### config.mk
export PLATFORM = sky130hd
export DESIGN_NAME = tcp_one_slot_reorder_flat
export DESIGN_NICKNAME = d
export VERILOG_FILES = /design/src/hdl/tosr_pkg.sv /design/src/hdl/tosr_req_if.sv /design/src/hdl/tosr_rsp_if.sv /design/src/hdl/tosr_front.sv /design/src/hdl/tosr_queue.sv /design/src/hdl/tosr_back.sv /design/src/hdl/tcp_one_slot_reorder.sv /design/src/flat_wrapper.sv
export SDC_FILE = /design/constraint.sdc
export NUM_CORES = 1
export LEC_CHECK = 0
export ABC_AREA = 0
export BUFFER_PORTS_ARGS = -buffer_cell sky130_fd_sc_hd__buf_2
export CORE_UTILIZATION = 30
export DETAILED_ROUTE_END_ITERATION = 10
export MAX_ROUTING_LAYER = met4
export SLEW_MARGIN = 20
export SYNTH_ARGS = -nofsm -noshare
export SYNTH_HDL_FRONTEND = slang
export SYNTH_SLANG_ARGS = --single-unit
### constraint.sdc
create_clock -name clock -period 7.35 [get_ports clock]
set_input_delay 0.3675 -clock clock [delete_from_list [all_inputs] [get_ports clock]]
set_output_delay 0.3675 -clock clock [all_outputs]
set_load 0.05 [all_outputs]
### src/hdl/tosr_pkg.sv
`timescale 1ns / 1ps
// ----------------------------------------------------------------------------
// tosr_pkg
// Shared widths, constants and types of the one-slot TCP reorder block.
// ----------------------------------------------------------------------------
package tosr_pkg;

   localparam int TAG_WIDTH_DEF = 16;   // default kept tag bits
   localparam int TAG_PORT_W    = 16;   // tag width on the channels
   localparam int SEQ_W         = 32;
   localparam int LEN_W         = 16;
   localparam int HDR_WORDS_W   = 4;
   localparam int HDR_SHIFT     = 2;    // header words to bytes
   localparam int QUEUE_DEPTH   = 2;

   // One release command from the front to the back: one or two words.
   typedef struct packed {
      logic                  two;
      logic [TAG_PORT_W-1:0] tag0;
      logic [TAG_PORT_W-1:0] tag1;
   } cmd_type;

   // a is older than b under modulo 2^32 sequence arithmetic
   function automatic logic seq_older(input logic [SEQ_W-1:0] a,
                                      input logic [SEQ_W-1:0] b);
      logic [SEQ_W-1:0] diff;
      diff = a - b;
      return diff[SEQ_W-1];
   endfunction

endpackage

### src/hdl/tosr_req_if.sv
`timescale 1ns / 1ps
// ----------------------------------------------------------------------------
// tosr_req_if
// Segment descriptor channel: valid/ready plus the segment fields.
// ----------------------------------------------------------------------------
interface tosr_req_if;
   logic                                   valid;
   logic                                   ready;
   logic                                   syn_flag;
   logic [tosr_pkg::SEQ_W-1:0]             sequence_number;
   logic [tosr_pkg::LEN_W-1:0]             ip_total_length;
   logic [tosr_pkg::HDR_WORDS_W-1:0]       ip_header_words;
   logic [tosr_pkg::HDR_WORDS_W-1:0]       tcp_header_words;
   logic [tosr_pkg::TAG_PORT_W-1:0]        packet_tag;

   modport source (output valid, syn_flag, sequence_number, ip_total_length,
                   ip_header_words, tcp_header_words, packet_tag,
                   input ready);
   modport sink   (input valid, syn_flag, sequence_number, ip_total_length,
                   ip_header_words, tcp_header_words, packet_tag,
                   output ready);
endinterface

### src/hdl/tosr_rsp_if.sv
`timescale 1ns / 1ps
// ----------------------------------------------------------------------------
// tosr_rsp_if
// Release channel: valid/ready plus the released tag and last marker.
// ----------------------------------------------------------------------------
interface tosr_rsp_if;
   logic                            valid;
   logic                            ready;
   logic [tosr_pkg::TAG_PORT_W-1:0] release_tag;
   logic                            last_release;

   modport source (output valid, release_tag, last_release, input ready);
   modport sink   (input valid, release_tag, last_release, output ready);
endinterface

### src/hdl/tosr_front.sv
`timescale 1ns / 1ps
// ----------------------------------------------------------------------------
// tosr_front
// Takes segment words, computes payload length, classifies against the
// expected sequence and the held slot, and issues release commands.
// ----------------------------------------------------------------------------
module tosr_front #(
   parameter int TAG_WIDTH = tosr_pkg::TAG_WIDTH_DEF
) (
   input  logic              clock,
   input  logic              reset,
   tosr_req_if.sink          req_chan,
   output logic              cmd_valid,
   input  logic              cmd_ready,
   output tosr_pkg::cmd_type cmd
);

   localparam int KEEP_W = (TAG_WIDTH < tosr_pkg::TAG_PORT_W) ?
                           TAG_WIDTH : tosr_pkg::TAG_PORT_W;
   localparam int SEQ_W  = tosr_pkg::SEQ_W;
   localparam int LEN_W  = tosr_pkg::LEN_W;
   localparam int HDR_W  = tosr_pkg::HDR_WORDS_W + tosr_pkg::HDR_SHIFT + 1;

   // stage 1: captured word with its payload length
   logic              s1_valid_ff, s1_valid_in;
   logic              s1_syn_ff;
   logic [SEQ_W-1:0]  s1_seq_ff;
   logic [LEN_W-1:0]  s1_len_ff, s1_len_in;
   logic [KEEP_W-1:0] s1_tag_ff;

   // reorder state
   logic [SEQ_W-1:0]  exp_ff, exp_in;
   logic              hold_valid_ff, hold_valid_in;
   logic [SEQ_W-1:0]  held_seq_ff;
   logic [SEQ_W-1:0]  held_end_ff;
   logic [KEEP_W-1:0] held_tag_ff;

   logic [HDR_W-1:0]  hdr_bytes;
   logic [LEN_W:0]    len_diff;
   logic              accept;
   logic [SEQ_W-1:0]  end_new;
   logic              is_older, is_equal, new_first;
   logic              push_needed, do_hold, s1_go;
   logic [tosr_pkg::TAG_PORT_W-1:0] new_tag, old_tag;

   // payload length, saturating at zero
   always_comb begin
      hdr_bytes = HDR_W'({req_chan.ip_header_words, 2'b00})
                + HDR_W'({req_chan.tcp_header_words, 2'b00});
      len_diff  = {1'b0, req_chan.ip_total_length} - (LEN_W+1)'(hdr_bytes);
      s1_len_in = len_diff[LEN_W] ? '0 : len_diff[LEN_W-1:0];
   end

   assign new_tag = tosr_pkg::TAG_PORT_W'(s1_tag_ff);
   assign old_tag = tosr_pkg::TAG_PORT_W'(held_tag_ff);
   assign end_new = s1_seq_ff + SEQ_W'(s1_len_ff);
   assign is_older  = tosr_pkg::seq_older(s1_seq_ff, exp_ff);
   assign is_equal  = (s1_seq_ff == exp_ff);
   assign new_first = tosr_pkg::seq_older(s1_seq_ff, held_seq_ff);

   always_comb begin
      push_needed   = 1'b1;
      do_hold       = 1'b0;
      exp_in        = exp_ff;
      hold_valid_in = hold_valid_ff;
      cmd.two       = 1'b0;
      cmd.tag0      = new_tag;
      cmd.tag1      = new_tag;
      if (s1_syn_ff) begin
         exp_in        = s1_seq_ff + SEQ_W'(1);
         hold_valid_in = 1'b0;
      end else if (is_older) begin
         // late segment goes straight out, state untouched
      end else if (!hold_valid_ff) begin
         if (is_equal) begin
            exp_in = end_new;
         end else begin
            push_needed   = 1'b0;
            do_hold       = 1'b1;
            hold_valid_in = 1'b1;
         end
      end else begin
         exp_in        = tosr_pkg::seq_older(end_new, held_end_ff) ?
                         held_end_ff : end_new;
         hold_valid_in = 1'b0;
         cmd.two       = 1'b1;
         cmd.tag0      = new_first ? new_tag : old_tag;
         cmd.tag1      = new_first ? old_tag : new_tag;
      end
   end

   assign s1_go          = s1_valid_ff && (!push_needed || cmd_ready);
   assign cmd_valid      = s1_valid_ff && push_needed;
   assign req_chan.ready = !s1_valid_ff || s1_go;
   assign accept         = req_chan.valid && req_chan.ready;

   always_comb begin
      s1_valid_in = s1_valid_ff;
      if (accept) begin
         s1_valid_in = 1'b1;
      end else if (s1_go) begin
         s1_valid_in = 1'b0;
      end
   end

   always_ff @(posedge clock) begin
      if (reset) begin
         s1_valid_ff   <= 1'b0;
         exp_ff        <= '0;
         hold_valid_ff <= 1'b0;
      end else begin
         s1_valid_ff <= s1_valid_in;
         if (s1_go) begin
            exp_ff        <= exp_in;
            hold_valid_ff <= hold_valid_in;
         end
      end
   end

   always_ff @(posedge clock) begin
      if (accept) begin
         s1_syn_ff <= req_chan.syn_flag;
         s1_seq_ff <= req_chan.sequence_number;
         s1_len_ff <= s1_len_in;
         s1_tag_ff <= req_chan.packet_tag[KEEP_W-1:0];
      end
      if (s1_go && do_hold) begin
         held_seq_ff <= s1_seq_ff;
         held_end_ff <= end_new;
         held_tag_ff <= s1_tag_ff;
      end
   end

endmodule

### src/hdl/tosr_queue.sv
`timescale 1ns / 1ps
// ----------------------------------------------------------------------------
// tosr_queue
// Short command FIFO between the front and the back.
// ----------------------------------------------------------------------------
module tosr_queue (
   input  logic              clock,
   input  logic              reset,
   input  logic              push_valid,
   output logic              push_ready,
   input  tosr_pkg::cmd_type push_cmd,
   output logic              pop_valid,
   input  logic              pop_ready,
   output tosr_pkg::cmd_type pop_cmd
);

   localparam int DEPTH = tosr_pkg::QUEUE_DEPTH;
   localparam int PTR_W = (DEPTH > 1) ? $clog2(DEPTH) : 1;
   localparam int CNT_W = $clog2(DEPTH + 1);

   tosr_pkg::cmd_type slot_ff [DEPTH];
   logic [PTR_W-1:0]  wr_ptr_ff, wr_ptr_in;
   logic [PTR_W-1:0]  rd_ptr_ff, rd_ptr_in;
   logic [CNT_W-1:0]  count_ff, count_in;
   logic              push, pop;

   assign push_ready = (count_ff != CNT_W'(DEPTH));
   assign pop_valid  = (count_ff != '0);
   assign pop_cmd    = slot_ff[rd_ptr_ff];
   assign push       = push_valid && push_ready;
   assign pop        = pop_valid && pop_ready;

   always_comb begin
      wr_ptr_in = wr_ptr_ff;
      rd_ptr_in = rd_ptr_ff;
      count_in  = count_ff;
      if (push) begin
         wr_ptr_in = (wr_ptr_ff == PTR_W'(DEPTH - 1)) ? '0 : wr_ptr_ff + PTR_W'(1);
      end
      if (pop) begin
         rd_ptr_in = (rd_ptr_ff == PTR_W'(DEPTH - 1)) ? '0 : rd_ptr_ff + PTR_W'(1);
      end
      if (push && !pop) begin
         count_in = count_ff + CNT_W'(1);
      end else if (pop && !push) begin
         count_in = count_ff - CNT_W'(1);
      end
   end

   always_ff @(posedge clock) begin
      if (reset) begin
         wr_ptr_ff <= '0;
         rd_ptr_ff <= '0;
         count_ff  <= '0;
      end else begin
         wr_ptr_ff <= wr_ptr_in;
         rd_ptr_ff <= rd_ptr_in;
         count_ff  <= count_in;
      end
   end

   always_ff @(posedge clock) begin
      if (push) begin
         slot_ff[wr_ptr_ff] <= push_cmd;
      end
   end

endmodule

### src/hdl/tosr_back.sv
`timescale 1ns / 1ps
// ----------------------------------------------------------------------------
// tosr_back
// Expands release commands into one or two words on the output register.
// ----------------------------------------------------------------------------
module tosr_back (
   input  logic              clock,
   input  logic              reset,
   input  logic              cmd_valid,
   output logic              cmd_ready,
   input  tosr_pkg::cmd_type cmd,
   tosr_rsp_if.source        rsp_chan
);

   logic                            out_valid_ff, out_valid_in;
   logic [tosr_pkg::TAG_PORT_W-1:0] out_tag_ff, out_tag_in;
   logic                            out_last_ff, out_last_in;
   logic                            sec_valid_ff, sec_valid_in;
   logic [tosr_pkg::TAG_PORT_W-1:0] sec_tag_ff;
   logic                            out_free, take;

   assign out_free  = !out_valid_ff || rsp_chan.ready;
   assign cmd_ready = out_free && !sec_valid_ff;
   assign take      = cmd_valid && cmd_ready;

   always_comb begin
      out_valid_in = out_valid_ff;
      out_tag_in   = out_tag_ff;
      out_last_in  = out_last_ff;
      sec_valid_in = sec_valid_ff;
      if (out_free) begin
         if (sec_valid_ff) begin
            out_valid_in = 1'b1;
            out_tag_in   = sec_tag_ff;
            out_last_in  = 1'b1;
            sec_valid_in = 1'b0;
         end else if (cmd_valid) begin
            out_valid_in = 1'b1;
            out_tag_in   = cmd.tag0;
            out_last_in  = !cmd.two;
            sec_valid_in = cmd.two;
         end else begin
            out_valid_in = 1'b0;
         end
      end
   end

   always_ff @(posedge clock) begin
      if (reset) begin
         out_valid_ff <= 1'b0;
         sec_valid_ff <= 1'b0;
      end else begin
         out_valid_ff <= out_valid_in;
         sec_valid_ff <= sec_valid_in;
      end
   end

   always_ff @(posedge clock) begin
      out_tag_ff  <= out_tag_in;
      out_last_ff <= out_last_in;
      if (take) begin
         sec_tag_ff <= cmd.tag1;
      end
   end

   assign rsp_chan.valid        = out_valid_ff;
   assign rsp_chan.release_tag  = out_tag_ff;
   assign rsp_chan.last_release = out_last_ff;

endmodule

### src/hdl/tcp_one_slot_reorder.sv
`timescale 1ns / 1ps
// ----------------------------------------------------------------------------
// tcp_one_slot_reorder
// One-slot TCP segment reorderer: tracks the expected sequence number,
// holds back at most one out-of-order segment and releases packet tags,
// a released pair in sequence order and late segments at once.
// ----------------------------------------------------------------------------
//
//  channel   dir  handshake          word
//  --------  ---  -----------------  ---------------------------------------
//  req_chan  in   valid/ready        syn, seq, IP len, hdr words, tag
//  rsp_chan  out  valid/ready        release_tag, last_release
//
//  A word is held in the front register, where length is known, and is
//  classified there against the state; state updates as it leaves.
//  A two-entry command queue sits between front and back. The back emits one word
//  per cycle while the output is ready; it stages the second tag of a pair and takes
//  no new command until that tag is out. A tag passes front register, queue, output register.
//  Synchronous active-high reset clears state and valid flags; held slot needs none.
//
module tcp_one_slot_reorder #(
   parameter int TAG_WIDTH = tosr_pkg::TAG_WIDTH_DEF
) (
   input  logic        clock,
   input  logic        reset,
   tosr_req_if.sink    req_chan,
   tosr_rsp_if.source  rsp_chan
);

   logic              fq_valid, fq_ready;
   tosr_pkg::cmd_type fq_cmd;
   logic              qb_valid, qb_ready;
   tosr_pkg::cmd_type qb_cmd;

   // front: length, classification, reorder state
   tosr_front #(
      .TAG_WIDTH(TAG_WIDTH)
   ) u_front (
      .clock     (clock),
      .reset     (reset),
      .req_chan  (req_chan),
      .cmd_valid (fq_valid),
      .cmd_ready (fq_ready),
      .cmd       (fq_cmd)
   );

   // decoupling queue
   tosr_queue u_queue (
      .clock      (clock),
      .reset      (reset),
      .push_valid (fq_valid),
      .push_ready (fq_ready),
      .push_cmd   (fq_cmd),
      .pop_valid  (qb_valid),
      .pop_ready  (qb_ready),
      .pop_cmd    (qb_cmd)
   );

   // back: one or two release words per command
   tosr_back u_back (
      .clock     (clock),
      .reset     (reset),
      .cmd_valid (qb_valid),
      .cmd_ready (qb_ready),
      .cmd       (qb_cmd),
      .rsp_chan  (rsp_chan)
   );

`ifndef NO_ASSERTIONS
   // the second word of a pair is staged and follows the first at once
   a_pair_back_to_back: assert property (@(posedge clock) disable iff (reset)
      (rsp_chan.valid && rsp_chan.ready && !rsp_chan.last_release)
      |=> (rsp_chan.valid && rsp_chan.last_release))
      else $error("second release word did not follow the first");

   // nothing is presented in the cycle after reset
   a_quiet_after_reset: assert property (@(posedge clock)
      reset |=> !rsp_chan.valid)
      else $error("release word valid right after reset");

   // a full queue must be offering a command while the output is idle
   a_queue_drains: assert property (@(posedge clock) disable iff (reset)
      (!rsp_chan.valid && !fq_ready) |-> qb_valid)
      else $error("command queue full with idle output");
`endif

endmodule
### src/flat_wrapper.sv
// flat-port wrapper written by rule: the top's interface ports become plain ports
module tcp_one_slot_reorder_flat 
#(
   parameter int TAG_WIDTH = tosr_pkg::TAG_WIDTH_DEF
)
  (clock, reset, req_chan_valid, req_chan_syn_flag, req_chan_sequence_number, req_chan_ip_total_length, req_chan_ip_header_words, req_chan_tcp_header_words, req_chan_packet_tag, req_chan_ready, rsp_chan_valid, rsp_chan_release_tag, rsp_chan_last_release, rsp_chan_ready);
  tosr_req_if req_chan_i ();
  tosr_rsp_if rsp_chan_i ();
  input  logic clock;
  input  logic reset;
  input wire logic [$bits(req_chan_i.valid)-1:0] req_chan_valid;
  input wire logic [$bits(req_chan_i.syn_flag)-1:0] req_chan_syn_flag;
  input wire logic [$bits(req_chan_i.sequence_number)-1:0] req_chan_sequence_number;
  input wire logic [$bits(req_chan_i.ip_total_length)-1:0] req_chan_ip_total_length;
  input wire logic [$bits(req_chan_i.ip_header_words)-1:0] req_chan_ip_header_words;
  input wire logic [$bits(req_chan_i.tcp_header_words)-1:0] req_chan_tcp_header_words;
  input wire logic [$bits(req_chan_i.packet_tag)-1:0] req_chan_packet_tag;
  output wire logic [$bits(req_chan_i.ready)-1:0] req_chan_ready;
  output wire logic [$bits(rsp_chan_i.valid)-1:0] rsp_chan_valid;
  output wire logic [$bits(rsp_chan_i.release_tag)-1:0] rsp_chan_release_tag;
  output wire logic [$bits(rsp_chan_i.last_release)-1:0] rsp_chan_last_release;
  input wire logic [$bits(rsp_chan_i.ready)-1:0] rsp_chan_ready;
  assign req_chan_i.valid = req_chan_valid;
  assign req_chan_i.syn_flag = req_chan_syn_flag;
  assign req_chan_i.sequence_number = req_chan_sequence_number;
  assign req_chan_i.ip_total_length = req_chan_ip_total_length;
  assign req_chan_i.ip_header_words = req_chan_ip_header_words;
  assign req_chan_i.tcp_header_words = req_chan_tcp_header_words;
  assign req_chan_i.packet_tag = req_chan_packet_tag;
  assign req_chan_ready = req_chan_i.ready;
  assign rsp_chan_valid = rsp_chan_i.valid;
  assign rsp_chan_release_tag = rsp_chan_i.release_tag;
  assign rsp_chan_last_release = rsp_chan_i.last_release;
  assign rsp_chan_i.ready = rsp_chan_ready;
  tcp_one_slot_reorder #(.TAG_WIDTH(TAG_WIDTH)) u_core (.clock(clock), .reset(reset), .req_chan(req_chan_i), .rsp_chan(rsp_chan_i));
endmodule
==> flow_metrics.env <==
export IMPL_cp_slowest_stage_delay_ps=780
export IMPL_p_int_uw=3430
export IMPL_drv_slew=0
export IMPL_yosysWarnings=0
export IMPL_ys_flop_type="edfxtp_1"
export IMPL_synth_area_sq_um=15000
export IMPL_cp_slowest_cell="o21ai_2"
export IMPL_synth_top_cell_by_area="edfxtp_1"
export IMPL_synth_nets=1446
export IMPL_ys_ff_latch=285
export IMPL_setup_worst_path_start_class="register"
export IMPL_post_route_min_period_ps=6250
export IMPL_post_cts_buffers=0
export IMPL_place_gp_congestion=0.893
export IMPL_cts_root_buf="clkbuf_16"
export IMPL_drive_gt1_frac=0.167
export IMPL_htree_levels=1
export IMPL_grt_pass1_vias=10200
export IMPL_clk_latency_ps=580
export IMPL_worst_setup_path_type="register to register"
export IMPL_grt_setup_unrepaired="no"
export IMPL_crit_chain="ha_1 > nand3_1 > a2111oi_2 > o21ai_0 > a31oi_1 > nand3_1 > nor3_1 > xor2_1 > ha_1 > nand4_1 > nor3_1 > a211oi_1 > o21ai_0 > a211oi_1 > nor3_4 > o21ai_2 > buf_12 > mux2i_1 > o221ai_1"
export IMPL_numCtsBuffers=30
export IMPL_grt_overflow_total=0
export IMPL_whs_path_depth=3
export IMPL_clkPwrFrac=0.329
export IMPL_finalHoldViolCount=0
export IMPL_worstMarginPinSlew_ps=1120
export IMPL_route_detailed_drc=0
export IMPL_syn_to_final_growth_pct=18.7
export IMPL_max_freq_mhz=160
export IMPL_synth_top_area_frac=0.489
export IMPL_regArea_sq_um=8150
export IMPL_finalNonFillerCells=2087
export IMPL_synth_edff_count=244
export IMPL_skew_ps=22.3
export IMPL_rr_worst_depth=19
export IMPL_postRouteAntennaNets=0
export IMPL_drt_wl_total_mm=35.0
export IMPL_finalCritPeriodShare=0.850
export IMPL_start_util=0.305
export IMPL_multiInputGateArea_sq_um=6180
export IMPL_cp_required_ps=7740
export IMPL_wire_per_inst_um=16.8
export IMPL_outcome="finished, final reports clean"
export IMPL_ys_types=76
export IMPL_switchingPower_uw=1490
export IMPL_met2_usage=0.235
export IMPL_combPwrFrac=0.235
export IMPL_post_dp_hpwl_mm=24.3
export IMPL_drv_cap=0
export IMPL_top_usage_layer="met2"
export IMPL_finalSetupViolations=0
export IMPL_core_sq_um=49100
export IMPL_final_core_util=0.362
export IMPL_path_max_fanout=17
export IMPL_synth_area_top_cells="edfxtp_1 (49%), ha_1 (9.7%), dfxtp_1 (5.5%), mux2_2 (3.2%), inv_1 (3.0%)"
export IMPL_n_fill_cell=4846
export IMPL_rows=81
export IMPL_drt_pass1_iter_count=4
export IMPL_vdd_ir_drop_max_v=0.000172
export IMPL_ys_async_sr_fraction=0
export IMPL_grt_use_met1=0.180
export IMPL_finalNetCount=1596
export IMPL_swShare=0.303
export IMPL_relSlewSlack=0.250
export IMPL_first_iter_violations=582
export IMPL_syn_avg_cell_area_sq_um=12.0
export IMPL_die_w_um=225
export IMPL_tns_ps=0
export IMPL_arrival_ps=6640
export IMPL_io_buffer_count=95
export IMPL_grtUsageMet3=0.0239
export IMPL_cts_sinks=285
export IMPL_end_kind="register"
export IMPL_yosysSeqAreaShare=0.544
export IMPL_via_per_inst=4.79
export IMPL_crit_family="compound AO/OA/AOI/OAI gates"
export IMPL_path_depth=19
export IMPL_cts_tree="done"
export IMPL_antenna_found_initial=1
export IMPL_chipHeight_um=225
export IMPL_num_io_pins=96
export IMPL_dieArea_sq_um=50800
export IMPL_p_leak_uw=0.00687
export IMPL_cts_max_path_buffers=3
export IMPL_placed_cells=1980
export IMPL_power_density_nw_per_um2=277
export IMPL_clk_pin_slew_ps=60
export IMPL_grt_use_total=0.143
export IMPL_grt_pass1_wl_mm=55.4
export IMPL_grt_start_max_net_pins=68
export IMPL_cp_num_buf_inv=1
export IMPL_num_vias=9999
export IMPL_hold_path_class="input port to register"
export IMPL_syn_inst=1248
export IMPL_power_frac_seq=0.436
kinds of logic after synthesis:
| kind of cell | share of synthesized area |
|---|---|
| flops | 0.544 |
| fa+ha+maj | 0.104 |
| xor+xnor | 0.0409 |
| mux | 0.0684 |
| simple gates | 0.0964 |
| compound gates | 0.101 |
| buf+inv | 0.0454 |
layer usage:
metal  part of all wire  up-vias  routed length, um
li1                   -     4900                  -
met1               0.46     4809              16200
met2               0.47      233              16500
met3              0.044       57               1560
met4              0.024        0                852
met5                  0        -                  0
path summary, 6_finish.rpt:
kind	from	slack (ps)	end
worst max-delay path	u_core.u_front.s1_seq_ff[13]	1100	u_core.u_front.exp_ff[3]
worst min-delay path	req_chan_valid	100	u_core.u_front.s1_valid_ff
worst max register to register	u_core.u_front.s1_seq_ff[13]	1100	u_core.u_front.exp_ff[3]
worst min register to register	u_core.u_front.new_tag[1]	480	u_core.u_front.held_tag_ff[1]
repair_timing:
| action | 4_1_cts | 5_1_grt |
|---|---|---|
| hold buffers | 49 | 0 |
| resized for setup | 0 | 0 |
| hold endpoints to repair | 49 | 0 |
cell usage in the layout, fill, tap and decap left out, types with 12 or more instances in the layout:
cell type / count
nor3_1: 18
dlygate4sd3_1: 49
nand4_1: 25
buf_4: 12
mux2i_1: 39
a21oi_1: 60
mux2_2: 43
inv_1: 119
nor2_1: 57
dfxtp_1: 41
xnor2_1: 31
nand3_1: 32
nand2_1: 100
a21o_1: 19
buf_2: 95
ha_1: 116
edfxtp_1: 244
o221ai_1: 21
xor2_1: 37
o21ai_0: 54
clkbuf_16: 30
registers in the layout, summed over array words and instances (netlist names), 2 cells and up, named ones only:
register / flops
u_core.u_back.rsp_chan.release_tag: 16
u_core.u_back.sec_tag_ff: 16
u_core.u_front.exp_ff: 32
u_core.u_front.held_end_ff: 32
u_core.u_front.held_seq_ff: 32
u_core.u_front.held_tag_ff: 16
u_core.u_front.new_tag: 16
u_core.u_front.s1_len_ff: 16
u_core.u_front.s1_seq_ff: 32
u_core.u_queue.count_ff: 2
u_core.u_queue.slot_ff: 66
worst register-to-register path, stage by stage, from the launching register on:
cell       delay, ps
edfxtp_1         530
ha_1             510
nand3_1          190
a2111oi_2        330
o21ai_0          210
a31oi_1          520
nand3_1          260
nor3_1           290
xor2_1           270
ha_1             310
nand4_1          160
nor3_1            70
a211oi_1         300
o21ai_0          170
a211oi_1         430
nor3_4           120
o21ai_2          780
buf_12           280
mux2i_1          210
o221ai_1         120
synth_stat cells, types with 4 or more instances:
master and count:
dfxtp_1 41, nand4_1 25, or3_1 8, o21ai_0 54
mux2_4 10, inv_1 119, o21ai_1 4, clkbuf_1 15
xor2_1 37, a31oi_1 5, nor4_1 5, o21a_1 8
mux2i_1 39, nor3_1 20, edfxtp_1 244, and2_1 5
o211ai_1 10, nor2_1 58, nand2_1 100, a211oi_1 8
nand3_1 32, buf_6 4, o221ai_1 21, fa_1 5
nand2b_1 9, nor2b_1 8, a21o_1 19, buf_2 14
ha_1 116, mux2_2 43, a21oi_1 60, xnor2_1 31
per-stage QoR:
| stage | cell area, sq um | total power (uW) | hold WS (ps) | setup WS [ps] |
|---|---|---|---|---|
| 2_1_floorplan | 15000 | 2990 | 442 | 1470 |
| 3_3_place_gp | 16200 | 3290 | 460 | 1340 |
| 3_5_place_dp | 16200 | 3320 | 462 | 1180 |
| 4_1_cts | 17800 | 4980 | 63.6 | 1140 |
| 5_1_grt | 17800 | 5180 | 94.9 | 629 |
| 6_report | 17800 | 4930 | 95.1 | 1100 |
cell type report:
class,count,share of cell area
flip-flops and latches,285,0.458
multi-input cells,802,0.348
repair buffers,158,0.0614
clock buffers,41,0.0479
well taps,664,0.0468
inverters,121,0.0256
clock inverters,15,0.0122
diodes,1,0.000141
power groups by stage:
stage	clock (uW)	sequential [uW]	combinational (uW)
3_5_place_dp	0	2180	1140
4_1_cts	1660	2150	1170
2_1_floorplan	0	2290	695
6_report	1620	2150	1160
5_1_grt	1730	2170	1290
3_3_place_gp	0	2180	1120
(Power assumes the default switching activity.)
